### src/hw/rtl/rc6fe_pkg.sv
`default_nettype none

package rc6fe_pkg;

	localparam int CMD_BITS_DEF  = 8;
	localparam int CTRL_BITS_DEF = 8;
	localparam int FIELD_MAX     = 16;

	localparam int UNIT_W  = 10;
	localparam int TIME_W  = 12;
	localparam int BYTE_W  = 8;
	localparam int SUM_W   = 16;
	localparam int CFG_W   = 12;

	localparam logic [UNIT_W-1:0] UNIT_RST       = 10'd444;
	localparam logic [TIME_W-1:0] LEAD_MARK_RST  = 12'd2666;
	localparam logic [TIME_W-1:0] LEAD_SPACE_RST = 12'd889;
	localparam logic [BYTE_W-1:0] CONTROL_RST    = 8'd0;

	// Start bit and the three mode bits, after merging, form six segments.
	localparam int HDR_SEGS = 6;
	localparam int HDR_W    = 3;

	typedef enum logic [1:0] {
		CFG_UNIT_TIME  = 2'd0,
		CFG_LEAD_MARK  = 2'd1,
		CFG_LEAD_SPACE = 2'd2,
		CFG_CONTROL    = 2'd3
	} cfg_reg_t;

	typedef enum logic [3:0] {
		ST_IDLE,
		ST_LEAD_MARK,
		ST_LEAD_SPACE,
		ST_HDR,
		ST_TOGGLE,
		ST_TOG_SPACE,
		ST_BIT,
		ST_BIT_UNIT,
		ST_FINAL
	} state_t;

	typedef enum logic [3:0] {
		SEG_NONE,
		SEG_LEAD_MARK,
		SEG_LEAD_SPACE,
		SEG_HDR,
		SEG_TOG_LONG,
		SEG_TOG_MARK,
		SEG_TOG_SPACE,
		SEG_MERGE,
		SEG_PEND,
		SEG_UNIT,
		SEG_FINAL
	} seg_sel_t;

	typedef struct packed {
		logic     load;
		seg_sel_t sel;
	} dp_cmd_t;

	typedef struct packed {
		logic out_free;
		logic hdr_last;
		logic bit_last;
		logic cur_bit;
		logic pend_mark;
		logic toggle;
	} dp_stat_t;

	// Header segment levels alternate starting with a mark; the second one spans two units.
	function automatic logic hdr_level(input logic [HDR_W-1:0] idx);
		hdr_level = ~idx[0];
	endfunction

	function automatic logic hdr_double(input logic [HDR_W-1:0] idx);
		hdr_double = (idx == HDR_W'(1));
	endfunction

endpackage

`default_nettype wire

### src/hw/rtl/rc6fe_ctrl.sv
`default_nettype none

module rc6fe_ctrl (
	input  wire                 clk,
	input  wire                 arst_n,
	input  wire                 in_valid,
	output logic                in_ready,
	input  rc6fe_pkg::dp_stat_t stat,
	output rc6fe_pkg::dp_cmd_t  cmd
);

	rc6fe_pkg::state_t state_q;
	rc6fe_pkg::state_t state_d;
	logic              go;

	assign go = stat.out_free;

	always_ff @(posedge clk or negedge arst_n) begin
		if (!arst_n) begin
			state_q <= rc6fe_pkg::ST_IDLE;
		end else begin
			state_q <= state_d;
		end
	end

	always_comb begin
		state_d = state_q;
		case (state_q)
			rc6fe_pkg::ST_IDLE: begin
				if (in_valid) state_d = rc6fe_pkg::ST_LEAD_MARK;
			end
			rc6fe_pkg::ST_LEAD_MARK: begin
				if (go) state_d = rc6fe_pkg::ST_LEAD_SPACE;
			end
			rc6fe_pkg::ST_LEAD_SPACE: begin
				if (go) state_d = rc6fe_pkg::ST_HDR;
			end
			rc6fe_pkg::ST_HDR: begin
				if (go && stat.hdr_last) state_d = rc6fe_pkg::ST_TOGGLE;
			end
			rc6fe_pkg::ST_TOGGLE: begin
				if (go) state_d = stat.toggle ? rc6fe_pkg::ST_BIT : rc6fe_pkg::ST_TOG_SPACE;
			end
			rc6fe_pkg::ST_TOG_SPACE: begin
				if (go) state_d = rc6fe_pkg::ST_BIT;
			end
			rc6fe_pkg::ST_BIT: begin
				if (go) begin
					if (stat.cur_bit != stat.pend_mark) begin
						state_d = rc6fe_pkg::ST_BIT_UNIT;
					end else if (stat.bit_last) begin
						state_d = rc6fe_pkg::ST_FINAL;
					end
				end
			end
			rc6fe_pkg::ST_BIT_UNIT: begin
				if (go) state_d = stat.bit_last ? rc6fe_pkg::ST_FINAL : rc6fe_pkg::ST_BIT;
			end
			rc6fe_pkg::ST_FINAL: begin
				if (go) state_d = rc6fe_pkg::ST_IDLE;
			end
			default: begin
				state_d = rc6fe_pkg::ST_IDLE;
			end
		endcase
	end

	always_comb begin
		in_ready = 1'b0;
		cmd.load = 1'b0;
		cmd.sel  = rc6fe_pkg::SEG_NONE;
		case (state_q)
			rc6fe_pkg::ST_IDLE: begin
				in_ready = 1'b1;
				cmd.load = in_valid;
			end
			rc6fe_pkg::ST_LEAD_MARK: begin
				if (go) cmd.sel = rc6fe_pkg::SEG_LEAD_MARK;
			end
			rc6fe_pkg::ST_LEAD_SPACE: begin
				if (go) cmd.sel = rc6fe_pkg::SEG_LEAD_SPACE;
			end
			rc6fe_pkg::ST_HDR: begin
				if (go) cmd.sel = rc6fe_pkg::SEG_HDR;
			end
			rc6fe_pkg::ST_TOGGLE: begin
				if (go) cmd.sel = stat.toggle ? rc6fe_pkg::SEG_TOG_LONG : rc6fe_pkg::SEG_TOG_MARK;
			end
			rc6fe_pkg::ST_TOG_SPACE: begin
				if (go) cmd.sel = rc6fe_pkg::SEG_TOG_SPACE;
			end
			rc6fe_pkg::ST_BIT: begin
				if (go) begin
					cmd.sel = (stat.cur_bit == stat.pend_mark) ? rc6fe_pkg::SEG_MERGE
					                                           : rc6fe_pkg::SEG_PEND;
				end
			end
			rc6fe_pkg::ST_BIT_UNIT: begin
				if (go) cmd.sel = rc6fe_pkg::SEG_UNIT;
			end
			rc6fe_pkg::ST_FINAL: begin
				if (go) cmd.sel = rc6fe_pkg::SEG_FINAL;
			end
			default: begin
				cmd.sel = rc6fe_pkg::SEG_NONE;
			end
		endcase
	end

endmodule

`default_nettype wire

### src/hw/rtl/rc6fe_datapath.sv
`default_nettype none

module rc6fe_datapath #(
	parameter int CMD_BITS  = rc6fe_pkg::CMD_BITS_DEF,
	parameter int CTRL_BITS = rc6fe_pkg::CTRL_BITS_DEF
) (
	input  wire                                 clk,
	input  wire                                 arst_n,
	input  wire                                 cfg_valid,
	input  wire  [1:0]                          cfg_index,
	input  wire  [rc6fe_pkg::CFG_W-1:0]         cfg_data,
	input  wire  [rc6fe_pkg::BYTE_W-1:0]        in_command,
	input  wire                                 in_end_of_press,
	input  rc6fe_pkg::dp_cmd_t                  cmd,
	output rc6fe_pkg::dp_stat_t                 stat,
	output logic                                out_valid,
	input  wire                                 out_ready,
	output logic                                out_level,
	output logic [rc6fe_pkg::TIME_W-1:0]        out_segment,
	output logic                                out_last,
	output logic [rc6fe_pkg::SUM_W-1:0]         out_period
);

	localparam int NBITS       = CTRL_BITS + CMD_BITS;
	localparam int BCNT_W      = $clog2(NBITS + 1);
	localparam int TW          = rc6fe_pkg::TIME_W;
	localparam int SW          = rc6fe_pkg::SUM_W;
	localparam int FIELD_MAX_W = rc6fe_pkg::FIELD_MAX;

	logic [rc6fe_pkg::UNIT_W-1:0] unit_q;
	logic [TW-1:0]                lead_mark_q;
	logic [TW-1:0]                lead_space_q;
	logic [rc6fe_pkg::BYTE_W-1:0] control_q;

	logic                         toggle_q;
	logic                         eop_q;
	logic [TW-1:0]                pend_time_q;
	logic                         pend_mark_q;
	logic [SW-1:0]                acc_q;
	logic [rc6fe_pkg::HDR_W-1:0]  hdr_q;
	logic [BCNT_W-1:0]            bcnt_q;
	logic [NBITS-1:0]             bits_q;

	logic                         out_valid_q;
	logic                         out_level_q;
	logic [TW-1:0]                out_segment_q;
	logic                         out_last_q;
	logic [SW-1:0]                out_period_q;

	logic [TW-1:0]                u12;
	logic [TW-1:0]                u2;
	logic [TW-1:0]                u3;
	logic [12:0]                  u6;
	logic [FIELD_MAX_W-1:0]       ctrl_ext;
	logic [FIELD_MAX_W-1:0]       cmd_ext;
	logic                         cur_bit;
	logic                         emit;
	logic                         seg_level;
	logic [TW-1:0]                seg_time;
	logic                         seg_last;
	logic [SW:0]                  sum_wide;
	logic [SW-1:0]                acc_next;
	logic                         bit_step;

	assign u12      = TW'(unit_q);
	assign u2       = {1'b0, unit_q, 1'b0};
	assign u3       = u2 + u12;
	assign u6       = 13'({unit_q, 2'b00}) + 13'({unit_q, 1'b0});
	assign ctrl_ext = FIELD_MAX_W'(control_q);
	assign cmd_ext  = FIELD_MAX_W'(in_command);
	assign cur_bit  = bits_q[NBITS-1];
	assign emit     = (cmd.sel != rc6fe_pkg::SEG_NONE);
	assign bit_step = (cmd.sel == rc6fe_pkg::SEG_MERGE) || (cmd.sel == rc6fe_pkg::SEG_UNIT);

	always_ff @(posedge clk or negedge arst_n) begin
		if (!arst_n) begin
			unit_q       <= rc6fe_pkg::UNIT_RST;
			lead_mark_q  <= rc6fe_pkg::LEAD_MARK_RST;
			lead_space_q <= rc6fe_pkg::LEAD_SPACE_RST;
			control_q    <= rc6fe_pkg::CONTROL_RST;
		end else if (cfg_valid) begin
			case (rc6fe_pkg::cfg_reg_t'(cfg_index))
				rc6fe_pkg::CFG_UNIT_TIME:  unit_q       <= cfg_data[rc6fe_pkg::UNIT_W-1:0];
				rc6fe_pkg::CFG_LEAD_MARK:  lead_mark_q  <= cfg_data[TW-1:0];
				rc6fe_pkg::CFG_LEAD_SPACE: lead_space_q <= cfg_data[TW-1:0];
				rc6fe_pkg::CFG_CONTROL:    control_q    <= cfg_data[rc6fe_pkg::BYTE_W-1:0];
				default: begin
				end
			endcase
		end
	end

	always_comb begin
		seg_level = 1'b0;
		seg_time  = '0;
		seg_last  = 1'b0;
		case (cmd.sel)
			rc6fe_pkg::SEG_LEAD_MARK: begin
				seg_level = 1'b1;
				seg_time  = lead_mark_q;
			end
			rc6fe_pkg::SEG_LEAD_SPACE: begin
				seg_level = 1'b0;
				seg_time  = lead_space_q;
			end
			rc6fe_pkg::SEG_HDR: begin
				seg_level = rc6fe_pkg::hdr_level(hdr_q);
				seg_time  = rc6fe_pkg::hdr_double(hdr_q) ? u2 : u12;
			end
			rc6fe_pkg::SEG_TOG_LONG: begin
				seg_level = 1'b1;
				seg_time  = u3;
			end
			rc6fe_pkg::SEG_TOG_MARK: begin
				seg_level = 1'b1;
				seg_time  = u12;
			end
			rc6fe_pkg::SEG_TOG_SPACE: begin
				seg_level = 1'b0;
				seg_time  = u2;
			end
			rc6fe_pkg::SEG_MERGE: begin
				seg_level = cur_bit;
				seg_time  = pend_time_q + u12;
			end
			rc6fe_pkg::SEG_PEND: begin
				seg_level = pend_mark_q;
				seg_time  = pend_time_q;
			end
			rc6fe_pkg::SEG_UNIT: begin
				seg_level = cur_bit;
				seg_time  = u12;
			end
			rc6fe_pkg::SEG_FINAL: begin
				seg_level = pend_mark_q;
				seg_time  = pend_time_q;
				seg_last  = 1'b1;
			end
			default: begin
				seg_level = 1'b0;
			end
		endcase
	end

	// The accumulator starts at the six-unit gap, so the saturated sum is the period.
	assign sum_wide = {1'b0, acc_q} + (SW + 1)'(seg_time);
	assign acc_next = sum_wide[SW] ? {SW{1'b1}} : sum_wide[SW-1:0];

	always_ff @(posedge clk or negedge arst_n) begin
		if (!arst_n) begin
			toggle_q    <= 1'b0;
			eop_q       <= 1'b0;
			pend_time_q <= '0;
			pend_mark_q <= 1'b0;
			acc_q       <= '0;
			hdr_q       <= '0;
			bcnt_q      <= '0;
			bits_q      <= '0;
		end else begin
			if (cmd.load) begin
				eop_q  <= in_end_of_press;
				acc_q  <= SW'(u6);
				hdr_q  <= '0;
				bcnt_q <= BCNT_W'(NBITS);
				bits_q <= {ctrl_ext[CTRL_BITS-1:0], cmd_ext[CMD_BITS-1:0]};
			end else if (emit) begin
				acc_q <= acc_next;
			end
			if (cmd.sel == rc6fe_pkg::SEG_HDR) begin
				hdr_q <= hdr_q + 1'b1;
			end
			if (bit_step) begin
				bcnt_q      <= bcnt_q - 1'b1;
				bits_q      <= bits_q << 1;
				pend_time_q <= u12;
				pend_mark_q <= ~cur_bit;
			end
			if (cmd.sel == rc6fe_pkg::SEG_TOG_LONG) begin
				pend_time_q <= u2;
				pend_mark_q <= 1'b0;
			end
			if (cmd.sel == rc6fe_pkg::SEG_TOG_SPACE) begin
				pend_time_q <= u2;
				pend_mark_q <= 1'b1;
			end
			if (cmd.sel == rc6fe_pkg::SEG_FINAL) begin
				pend_time_q <= '0;
				pend_mark_q <= 1'b0;
				if (eop_q) toggle_q <= ~toggle_q;
			end
		end
	end

	always_ff @(posedge clk or negedge arst_n) begin
		if (!arst_n) begin
			out_valid_q <= 1'b0;
		end else if (emit) begin
			out_valid_q <= 1'b1;
		end else if (out_ready) begin
			out_valid_q <= 1'b0;
		end
	end

	always_ff @(posedge clk) begin
		if (emit) begin
			out_level_q   <= seg_level;
			out_segment_q <= seg_time;
			out_last_q    <= seg_last;
			out_period_q  <= seg_last ? acc_next : '0;
		end
	end

	assign out_valid   = out_valid_q;
	assign out_level   = out_level_q;
	assign out_segment = out_segment_q;
	assign out_last    = out_last_q;
	assign out_period  = out_period_q;

	assign stat.out_free  = !out_valid_q || out_ready;
	assign stat.hdr_last  = (hdr_q == rc6fe_pkg::HDR_W'(rc6fe_pkg::HDR_SEGS - 1));
	assign stat.bit_last  = (bcnt_q == BCNT_W'(1));
	assign stat.cur_bit   = cur_bit;
	assign stat.pend_mark = pend_mark_q;
	assign stat.toggle    = toggle_q;

endmodule

`default_nettype wire

### src/hw/rtl/rc6_frame_encoder_unit.sv
`default_nettype none

// RC6 mode 0 frame encoder. Each input transaction requests one frame and
// yields its mark and space segments in order, one output transaction per
// segment, the final one flagged by m_tlast and carrying the frame period.
// The block works on one frame at a time: s_tready is high only while it is
// idle. After a request is taken, the sequencer emits one segment per cycle
// into the output register while the output is not stalled, so a frame has
// 2 + 6 + (1 or 2) + (N to 2N) + 1 segments with N = CTRL_BITS + CMD_BITS
// (at most 43 with the defaults). Configuration writes are always ready and
// belong between frames.
module rc6_frame_encoder_unit #(
	parameter int CMD_BITS  = rc6fe_pkg::CMD_BITS_DEF,
	parameter int CTRL_BITS = rc6fe_pkg::CTRL_BITS_DEF
) (
	input  wire         clk,
	input  wire         arst_n,
	input  wire         s_tvalid,
	output logic        s_tready,
	input  wire  [7:0]  s_tdata,     // command_code
	input  wire         s_tlast,     // end_of_press
	output logic        m_tvalid,
	input  wire         m_tready,
	output logic [31:0] m_tdata,     // segment_us, frame_period_us, zero fill
	output logic        m_tuser,     // level
	output logic        m_tlast,     // last
	input  wire         cfg_valid,
	output logic        cfg_ready,
	input  wire  [1:0]  cfg_index,
	input  wire  [11:0] cfg_data
);

	rc6fe_pkg::dp_cmd_t                 cmd;
	rc6fe_pkg::dp_stat_t                stat;
	logic [rc6fe_pkg::TIME_W-1:0]       segment;
	logic [rc6fe_pkg::SUM_W-1:0]        period;

	assign cfg_ready = 1'b1;

	rc6fe_ctrl u_ctrl (
		.clk      (clk),
		.arst_n   (arst_n),
		.in_valid (s_tvalid),
		.in_ready (s_tready),
		.stat     (stat),
		.cmd      (cmd)
	);

	rc6fe_datapath #(
		.CMD_BITS  (CMD_BITS),
		.CTRL_BITS (CTRL_BITS)
	) u_datapath (
		.clk             (clk),
		.arst_n          (arst_n),
		.cfg_valid       (cfg_valid),
		.cfg_index       (cfg_index),
		.cfg_data        (cfg_data),
		.in_command      (s_tdata),
		.in_end_of_press (s_tlast),
		.cmd             (cmd),
		.stat            (stat),
		.out_valid       (m_tvalid),
		.out_ready       (m_tready),
		.out_level       (m_tuser),
		.out_segment     (segment),
		.out_last        (m_tlast),
		.out_period      (period)
	);

	assign m_tdata = {4'b0000, period, segment};

	a_period_only_on_last: assert property (@(posedge clk) disable iff (!arst_n)
		m_tvalid && !m_tlast |-> m_tdata[27:12] == 16'd0)
		else $error("frame period present on a segment that is not the last");

	a_one_frame_at_a_time: assert property (@(posedge clk) disable iff (!arst_n)
		s_tvalid && s_tready |=> !s_tready)
		else $error("request taken while a frame is in progress");

	a_period_covers_segment: assert property (@(posedge clk) disable iff (!arst_n)
		m_tvalid && m_tlast |-> m_tdata[27:12] >= 16'(m_tdata[11:0]))
		else $error("frame period shorter than its final segment");

endmodule

`default_nettype wire

### config.mk
export PLATFORM = sky130hd
export DESIGN_NAME = rc6_frame_encoder_unit
export DESIGN_NICKNAME = d
export VERILOG_FILES = /design/src/hw/rtl/rc6fe_pkg.sv /design/src/hw/rtl/rc6fe_ctrl.sv /design/src/hw/rtl/rc6fe_datapath.sv /design/src/hw/rtl/rc6_frame_encoder_unit.sv
export SDC_FILE = /design/constraint.sdc
export NUM_CORES = 1
export LEC_CHECK = 0
export BUFFER_PORTS_ARGS = -buffer_cell sky130_fd_sc_hd__buf_2
export CORE_MARGIN = 2
export CORE_UTILIZATION = 62
export DETAILED_ROUTE_END_ITERATION = 10
export GPL_TIMING_DRIVEN = 1
export PLACE_DENSITY = 0.8
export SETUP_SLACK_MARGIN = 0.2
export SLEW_MARGIN = 5
export SYNTH_ARGS = -nofsm -noshare
export SYNTH_HDL_FRONTEND = slang
export SYNTH_SLANG_ARGS = --single-unit
### constraint.sdc
create_clock -name clk -period 12.4 [get_ports clk]
set_clock_uncertainty 0.15 [all_clocks]
set_input_delay 1.86 -clock clk [delete_from_list [all_inputs] [get_ports clk]]
set_output_delay 1.86 -clock clk [all_outputs]
set_load 0.005 [all_outputs]
==> results of run 1 <==
-- critical path: cells and delay by family --
family / cells / cell delay, ns
and+or+nand+nor: 6 / 1.63
AOI/OAI and AO/OA: 6 / 1.68
adders and majority gates: 1 / 0.51
buffers and inverters: 4 / 0.70
-- cell usage in the layout, fill, tap and decap left out, types with 10 or more instances in the layout --
cell and count:
dfrtp_1 82, inv_1 20, ha_1 37, a22oi_1 31, nor2_1 64, edfxtp_1 30
a31oi_1 14, nand2_1 92, xnor2_1 17, buf_2 58, a21o_1 13, mux2_2 40
nor3_1 19, buf_4 10, dfstp_2 19, a21oi_1 39, nand3_1 27, o21ai_0 38
clkbuf_16 18, nand2b_1 11
-- routing by layer --
layer  up-vias  global-route usage [%]  routed length (um)
met5         -                       0                   0
met1      3208                    42.3                8340
met4         0                    12.2                 432
met2       314                    49.1                9410
li1       2976                       -                   -
met3        40                    6.11                1420
-- worst min-delay path by stage --
stage                            endpoint  slack [ns]
floorplan                u_datapath.eop_q        0.30
global placement    u_datapath.bits_q[10]        0.31
detailed placement       u_datapath.eop_q        0.32
CTS                      u_datapath.eop_q        0.33
global route        u_datapath.bits_q[10]        0.36
finish                   u_datapath.eop_q        0.33
-- sequential cells by signal, summed over array words and instances, names as in the netlist, 3 cells and up --
name	cells
u_datapath.acc_q	16
u_datapath.bits_q	16
u_datapath.out_period	16
u_datapath.lead_mark_q	12
u_datapath.lead_space_q	12
u_datapath.out_segment	12
u_datapath.pend_time_q	11
u_datapath.unit_q	10
u_datapath.control_q	8
u_datapath.bcnt_q	5
u_ctrl.state_q	4
u_datapath.hdr_q	3
-- power by group --
part	internal (mW)	switching [mW]
clock	0.339	0.185
combinational	0.480	0.733
sequential	0.627	0.138
-- kinds of logic (layout without fill, tap and decap cells) --
| family | Yosys count | after routing |
|---|---|---|
| DFF | 131 | 131 |
| muxes | 43 | 43 |
| other | 2 | 5 |
| and+or+nand+nor | 257 | 257 |
| adders and majority gates | 40 | 40 |
| xor gates and xnor gates | 25 | 25 |
| buffers and inverters | 65 | 120 |
| AOI/OAI and AO/OA | 218 | 218 |
-- layout make-up --
class / instances / area (um2) / share of cell area (%)
multi-input cells: 588 / 3980 / 45.7
flip-flops and latches: 131 / 3450 / 39.6
clock buffers: 21 / 482 / 5.53
repair buffers: 68 / 365 / 4.19
well taps: 168 / 210 / 2.41
clock inverters: 10 / 144 / 1.65
inverters: 21 / 78.8 / 0.905
-- synthesized netlist by cell type, drive strengths merged, types with 4 or more instances --
| master | count |
|---|---|
| nand2 | 92 |
| dfrtp | 82 |
| nor2 | 64 |
| o21ai | 45 |
| mux2 | 40 |
| a21oi | 39 |
| ha | 37 |
| a22oi | 31 |
| edfxtp | 30 |
| nand3 | 27 |
| clkbuf | 25 |
| inv | 21 |
| nor3 | 20 |
| buf | 19 |
| dfstp | 19 |
| xnor2 | 17 |
| a31oi | 14 |
| a21o | 13 |
| nand2b | 11 |
| a211oi | 8 |
| nor2b | 8 |
| o211ai | 8 |
| xor2 | 8 |
| a221oi | 6 |
| a222oi | 5 |
| and3 | 5 |
| o21a | 5 |
| a2111oi | 4 |
| a221o | 4 |
| nand3b | 4 |
| nor4 | 4 |
| o21bai | 4 |
-- through the flow --
| step | hold WS (ns) | cell area [um2] | setup WS, ns | util [%] | total power [mW] |
|---|---|---|---|---|---|
| floorplan | 0.296 | 7700 | 6.80 | - | 1.63 |
| global placement | 0.310 | 8090 | 5.71 | 67.1 | 1.89 |
| detailed placement | 0.316 | 8090 | 5.60 | 67.1 | 1.94 |
| CTS | 0.330 | 8710 | 6.02 | 72.2 | 2.48 |
| global route | 0.362 | 8710 | 5.62 | 72.2 | 2.67 |
| finish | 0.325 | 8710 | 5.97 | 72.2 | 2.50 |
==> out/metrics.yaml, run 1 <==
status:
  outcome: "finished, final reports clean"
clock_network:
  clk-insertion-delay-late_ns: 0.42
  numCtsBuffers: 17
  cts_sinks: 131
  h-tree-depth: 4
  root_buffer: "clkbuf_16"
  post-cts-setup-buffers: 0
  hold_buffers: 0
  clk_pin_slew_worst_paths_ns: 0.06
  cts_buffer_depth: 2
  cts_resized: 0
  cts_tree: "built"
final_layout:
  final_cells: 1007
  syn_to_final_growth_pct: 13.3
  antennaDiodeCount: 0
  nFillCells: 845
  drive_above_1_share_pct: 19.9
  finalNetCount: 895
die:
  dieArea_um2: 13300
  die_w_um: 115
  start_util_pct: 63.7
  rows: 40
  pin_count: 65
  fp.dieH_um: 115
  coreArea_um2: 12100
routing:
  route.detailed.drc: 0
  vias_per_cell: 6.49
  final_antenna_net_count: 0
  first_iter_violations: 940
  wl_per_cell_um: 19.5
  vias: 6538
  drt-total-wl_um: 19600
  first_pass_iters: 7
job:
  maxCapViolations: 0
critical_path:
  worst-endpoint-arrival_ns: 6.41
  cpMostUsedCell: "buf_4"
  reg2reg_from: "u_ctrl.state_q[1]"
  crit_path_end: "u_datapath.out_period[7]"
  crit_path_cell_trace: "buf_2 -> nor2b_1 -> or3_1 -> inv_2 -> buf_4 -> and2_1 -> a222oi_1 -> a21boi_1 -> nand3_1 -> fa_1 -> a211oi_1 -> o211ai_1 -> a21oi_1 -> nor3_1 -> buf_4 -> o21ba_2 -> nor2_1"
  r2r-end: "u_datapath.out_period[7]"
  end_kind: "flip-flop"
  reg2regPathDepth: 16
  required_ns: 12.38
  slowest_stage: "or3_1"
  cpPeakStageDelay_ns: 0.76
  critical_path_class: "in2reg"
  path_max_fanout: 44
  r2r_slack_ns: 6.64
  startpoint_type: "input pin"
  cp-startpoint: "m_tready"
synthesis:
  synth_top_family_by_area: "compound AO/OA/AOI/OAI gates"
  synth_fa_ha_area_share_pct: 6.80
  synth_simple_gate_area_share_pct: 15.6
  synth_xor_area_share_pct: 2.85
  synth.top_cell.area_share_pct: 26.7
  synthCells: 781
  synth_area_um2: 7690
  synth_edf_count: 30
  yosysTopAreaCell: "dfrtp_1"
  async_reset_ff_share_pct: 77.1
  ys_warn_count: 0
  ys.flop_type: "dfrtp_1"
  synth_mux_area_share_pct: 6.25
  yosys-top-cells-area: "dfrtp_1, edfxtp_1, dfstp_2, ha_1, mux2_2"
  synth_seq_cells: 131
  synth_cell_types: 74
  synth_area_per_cell_um2: 9.84
  ys_seq_area_share_pct: 44.9
  synth-compound-area-share_pct: 19.7
worst_hold_path:
  hold_class: "reg2reg"
  hold_path.startpoint: "u_datapath.eop_q"
  hold_depth: 2
power_and_ir_drop:
  p_per_area_nw_per_um2: 287
  vdd_drop_max_uv: 144
  p_leak_nw: 3.79
place:
  placedCellCount: 976
  place_congestion: 0.980
  port_buffers: 59
  dp_hpwl_um: 13600
sta:
  rsz0062_at_grt: "no"
  min_period_ns: 6.43
  worst_slew_pin_slew_ns: 1.24
  report.final.slew_viol_count: 0
  setup_viol: 0
  relSlewSlack_pct: 17.3
  finalHoldViolations: 0
  finalCritPeriodShare_pct: 51.9
  fin_tns_setup_ns: 0
  max_clock_freq_mhz: 156
global_routing:
  grt_pass1_vias: 6373
  grt_pass1_wl_um: 32200
  grt_usage_pct: 31.0
  antenna_found_initial: 0
  grt_max_degree: 81
  overflow: 0
Note: power is estimated with default switching activity, not from simulation.
==> run 2: changes to the inputs <==
--- a/config.mk
+++ b/config.mk
@@ -7,10 +7,10 @@
 export LEC_CHECK = 0
 export BUFFER_PORTS_ARGS = -buffer_cell sky130_fd_sc_hd__buf_2
 export CORE_MARGIN = 2
-export CORE_UTILIZATION = 62
+export CORE_UTILIZATION = 55
 export DETAILED_ROUTE_END_ITERATION = 10
 export GPL_TIMING_DRIVEN = 1
-export PLACE_DENSITY = 0.8
+export PLACE_DENSITY = 0.75
 export SETUP_SLACK_MARGIN = 0.2
 export SLEW_MARGIN = 5
 export SYNTH_ARGS = -nofsm -noshare
==> constraint.sdc (replaced) <==
create_clock -name clk -period 5.6 [get_ports clk]
set_clock_uncertainty 0.15 [all_clocks]
set_input_delay 0.84 -clock clk [delete_from_list [all_inputs] [get_ports clk]]
set_output_delay 0.84 -clock clk [all_outputs]
set_load 0.005 [all_outputs]
==> run 2 against run 1 <==
Net effect: clock-buffer cell count decreased by 3; combinational power increased by 120%; critical endpoint unchanged; register-to-register slack got worse by 6.2 ns; critical path type is now reg2reg.
==> out/metrics.yaml, run 2 (synthesis gave the netlist of run 1 again) <==
place:
  dp_hpwl_um: 14600  # +7.5%
  place_ws_ns: 0.514  # -5.08 ns
  port_buffers: 59  # unchanged
  place_congestion: 0.956  # -2.4%
routing:
  first_pass_iters: 8  # +1
  wl_per_cell_um: 19.8  # +1.7%
  final_antenna_net_count: 0  # unchanged
  vias: 6413  # -1.9%
  vias_per_cell: 6.27  # -3.4%
  route.detailed.drc: 0  # unchanged
  first_iter_violations: 623  # -34%
  drt-total-wl_um: 20200  # +3.2%
die:
  dieArea_um2: 14900  # +12%
  start_util_pct: 55.8  # -7.9 points
  die_w_um: 122  # +6.0%
  pin_count: 65  # unchanged
  rows: 43  # +7.5%
  fp.dieH_um: 122  # +6.0%
  coreArea_um2: 13800  # +14%
clock_network:
  hold_buffers: 0  # unchanged
  cts_resized: 0  # unchanged
  numCtsBuffers: 17  # unchanged
  root_buffer: "clkbuf_16"
  clk-insertion-delay-late_ns: 0.43  # about the same
  h-tree-depth: 4  # unchanged
  cts_sinks: 131  # unchanged
  post-cts-setup-buffers: 0  # unchanged
  cts_buffer_depth: 2  # unchanged
  cts_tree: "built"
  clk_pin_slew_worst_paths_ns: 0.06  # about the same
sta:
  max_clock_freq_mhz: 195
  hold-worst-slack_ns: 0.293  # -0.0318 ns
  fin_tns_setup_ns: 0  # unchanged
  rsz0062_at_grt: "no"
  report.final.slew_viol_count: 0  # unchanged
  relSlewSlack_pct: 15.8  # -1.5 points
  min_period_ns: 5.12
  finalCritPeriodShare_pct: 91.4
  setup_viol: 0  # unchanged
  worst_slew_pin_slew_ns: 1.26  # +0.0227 ns
  finalHoldViolations: 0  # unchanged
  finalWorstSetupSlack_ns: 0.480  # -5.49 ns
worst_hold_path:
  hold_class: "in2async"
job:
  maxCapViolations: 0  # unchanged
final_layout:
  final_common_cell: "nand2_1"
  antennaDiodeCount: 0  # unchanged
  layout_common_cells: "nand2_1, dfrtp_1, nor2_1"
  finalNetCount: 897  # +0.22%
  syn_to_final_growth_pct: 12.8
  drive_above_1_share_pct: 20.2  # +0.29 points
  nFillCells: 1137  # +35%
  fin_util_pct: 63.0  # -9.3 points
global_routing:
  grt_pass1_vias: 6221  # -2.4%
  grt_max_degree: 58  # -28%
  overflow: 0  # unchanged
  grt_pass1_wl_um: 32300  # +0.47%
  grt_usage_pct: 28.4  # -2.6 points
  antenna_found_initial: 0  # unchanged
power_and_ir_drop:
  intPower_mw: 3.07  # +110%
  seqPwrFrac_pct: 31.2  # +0.6 points
  p_per_area_nw_per_um2: 626  # +120%
  vdd_drop_max_uv: 328  # +130%
  switching_share_pct: 43.4  # +1.2 points
  p_clk_share_pct: 19.4  # -1.6 points
  p_leak_nw: 3.76  # -0.85%
  p_comb_share_pct: 49.4  # +0.9 points
  power.switching_mw: 2.36  # +120%
critical_path:
  worst-endpoint-arrival_ns: 5.10  # -1.31 ns
  startpoint_type: "flip-flop"
  reg2regPathDepth: 15  # -1
  required_ns: 5.58  # -6.80 ns
  r2r_slack_ns: 0.48  # -6.16 ns
  path_max_fanout: 20  # -55%
  critical_path_class: "reg2reg"
  cp-startpoint: "u_ctrl.state_q[3]"
  r2r-end: "u_datapath.out_period[7]"
  end_kind: "flip-flop"
  crit_path_end: "u_datapath.out_period[7]"
  reg2reg_from: "u_ctrl.state_q[3]"
status:
  outcome: "finished, final reports clean"
run 2: changes by cell type in the layout (fill, tap and decap cells not counted), sizes merged:
cell,delta
clkbuf,-3
clkinvlp,+3
buf,+2
bufinv,-2
inv,+2
clkinv,+1
run 2: power by group through the flow:
stage	Combinational [mW]	Sequential, mW	Clock [mW]
floorplan	2.02	1.58	0
global placement	2.58	1.69	0
detailed placement	2.64	1.69	0
CTS	2.65	1.68	1.06
global route	2.97	1.73	1.11
finish	2.68	1.70	1.05
run 2: stage by stage:
| step | std cells | power (mW) | instance area [um2] |
|---|---|---|---|
| floorplan | 784 | 3.60 | 7700 |
| global placement | 990 | 4.26 | 8110 |
| detailed placement | 990 | 4.33 | 8110 |
| CTS | 1022 | 5.40 | 8670 |
| global route | 1022 | 5.81 | 8670 |
| finish | 1022 | 5.43 | 8670 |
run 2: worst min path at each step:
stage,cells after the start,start,slack [ns],to
global placement,2,u_datapath.eop_q,0.31,u_datapath.eop_q
finish,1,arst_n,0.29,u_datapath.eop_q
global route,1,arst_n,0.34,u_datapath.hdr_q[2]
floorplan,2,u_datapath.eop_q,0.30,u_datapath.eop_q
detailed placement,2,u_datapath.bits_q[13],0.32,u_datapath.bits_q[13]
CTS,1,arst_n,0.31,u_datapath.eop_q
run 2: area by class of cell:
class | instances | area [um2] | share of cell area, %
Multi-Input combinational cell | 588 | 3980 | 45.9
Sequential cell | 131 | 3450 | 39.8
Timing Repair Buffer | 70 | 380 | 4.39
Clock buffer | 18 | 429 | 4.95
Tap cell | 180 | 225 | 2.60
Inverter | 21 | 78.8 | 0.909
Clock inverter | 14 | 128 | 1.47
run 2: critical path, cell delays in order (launching register included):
cell and delay [ns]:
dfrtp_1 0.72, nor4_2 0.17, or3_1 0.46, buf_4 0.25
nor4_1 0.58, a32o_1 0.47, a22oi_1 0.12, nand4_1 0.17
ha_1 0.31, a211oi_1 0.32, o211ai_1 0.20, a21oi_1 0.30
nor3_1 0.09, buf_4 0.21, o21ba_2 0.26, nor2_1 0.04
run 2: layer usage:
layer	GRT usage, %	wire (um)
met5	0	0
met4	9.91	429
met3	5.20	1380
met2	46.8	9840
met1	37.9	8590
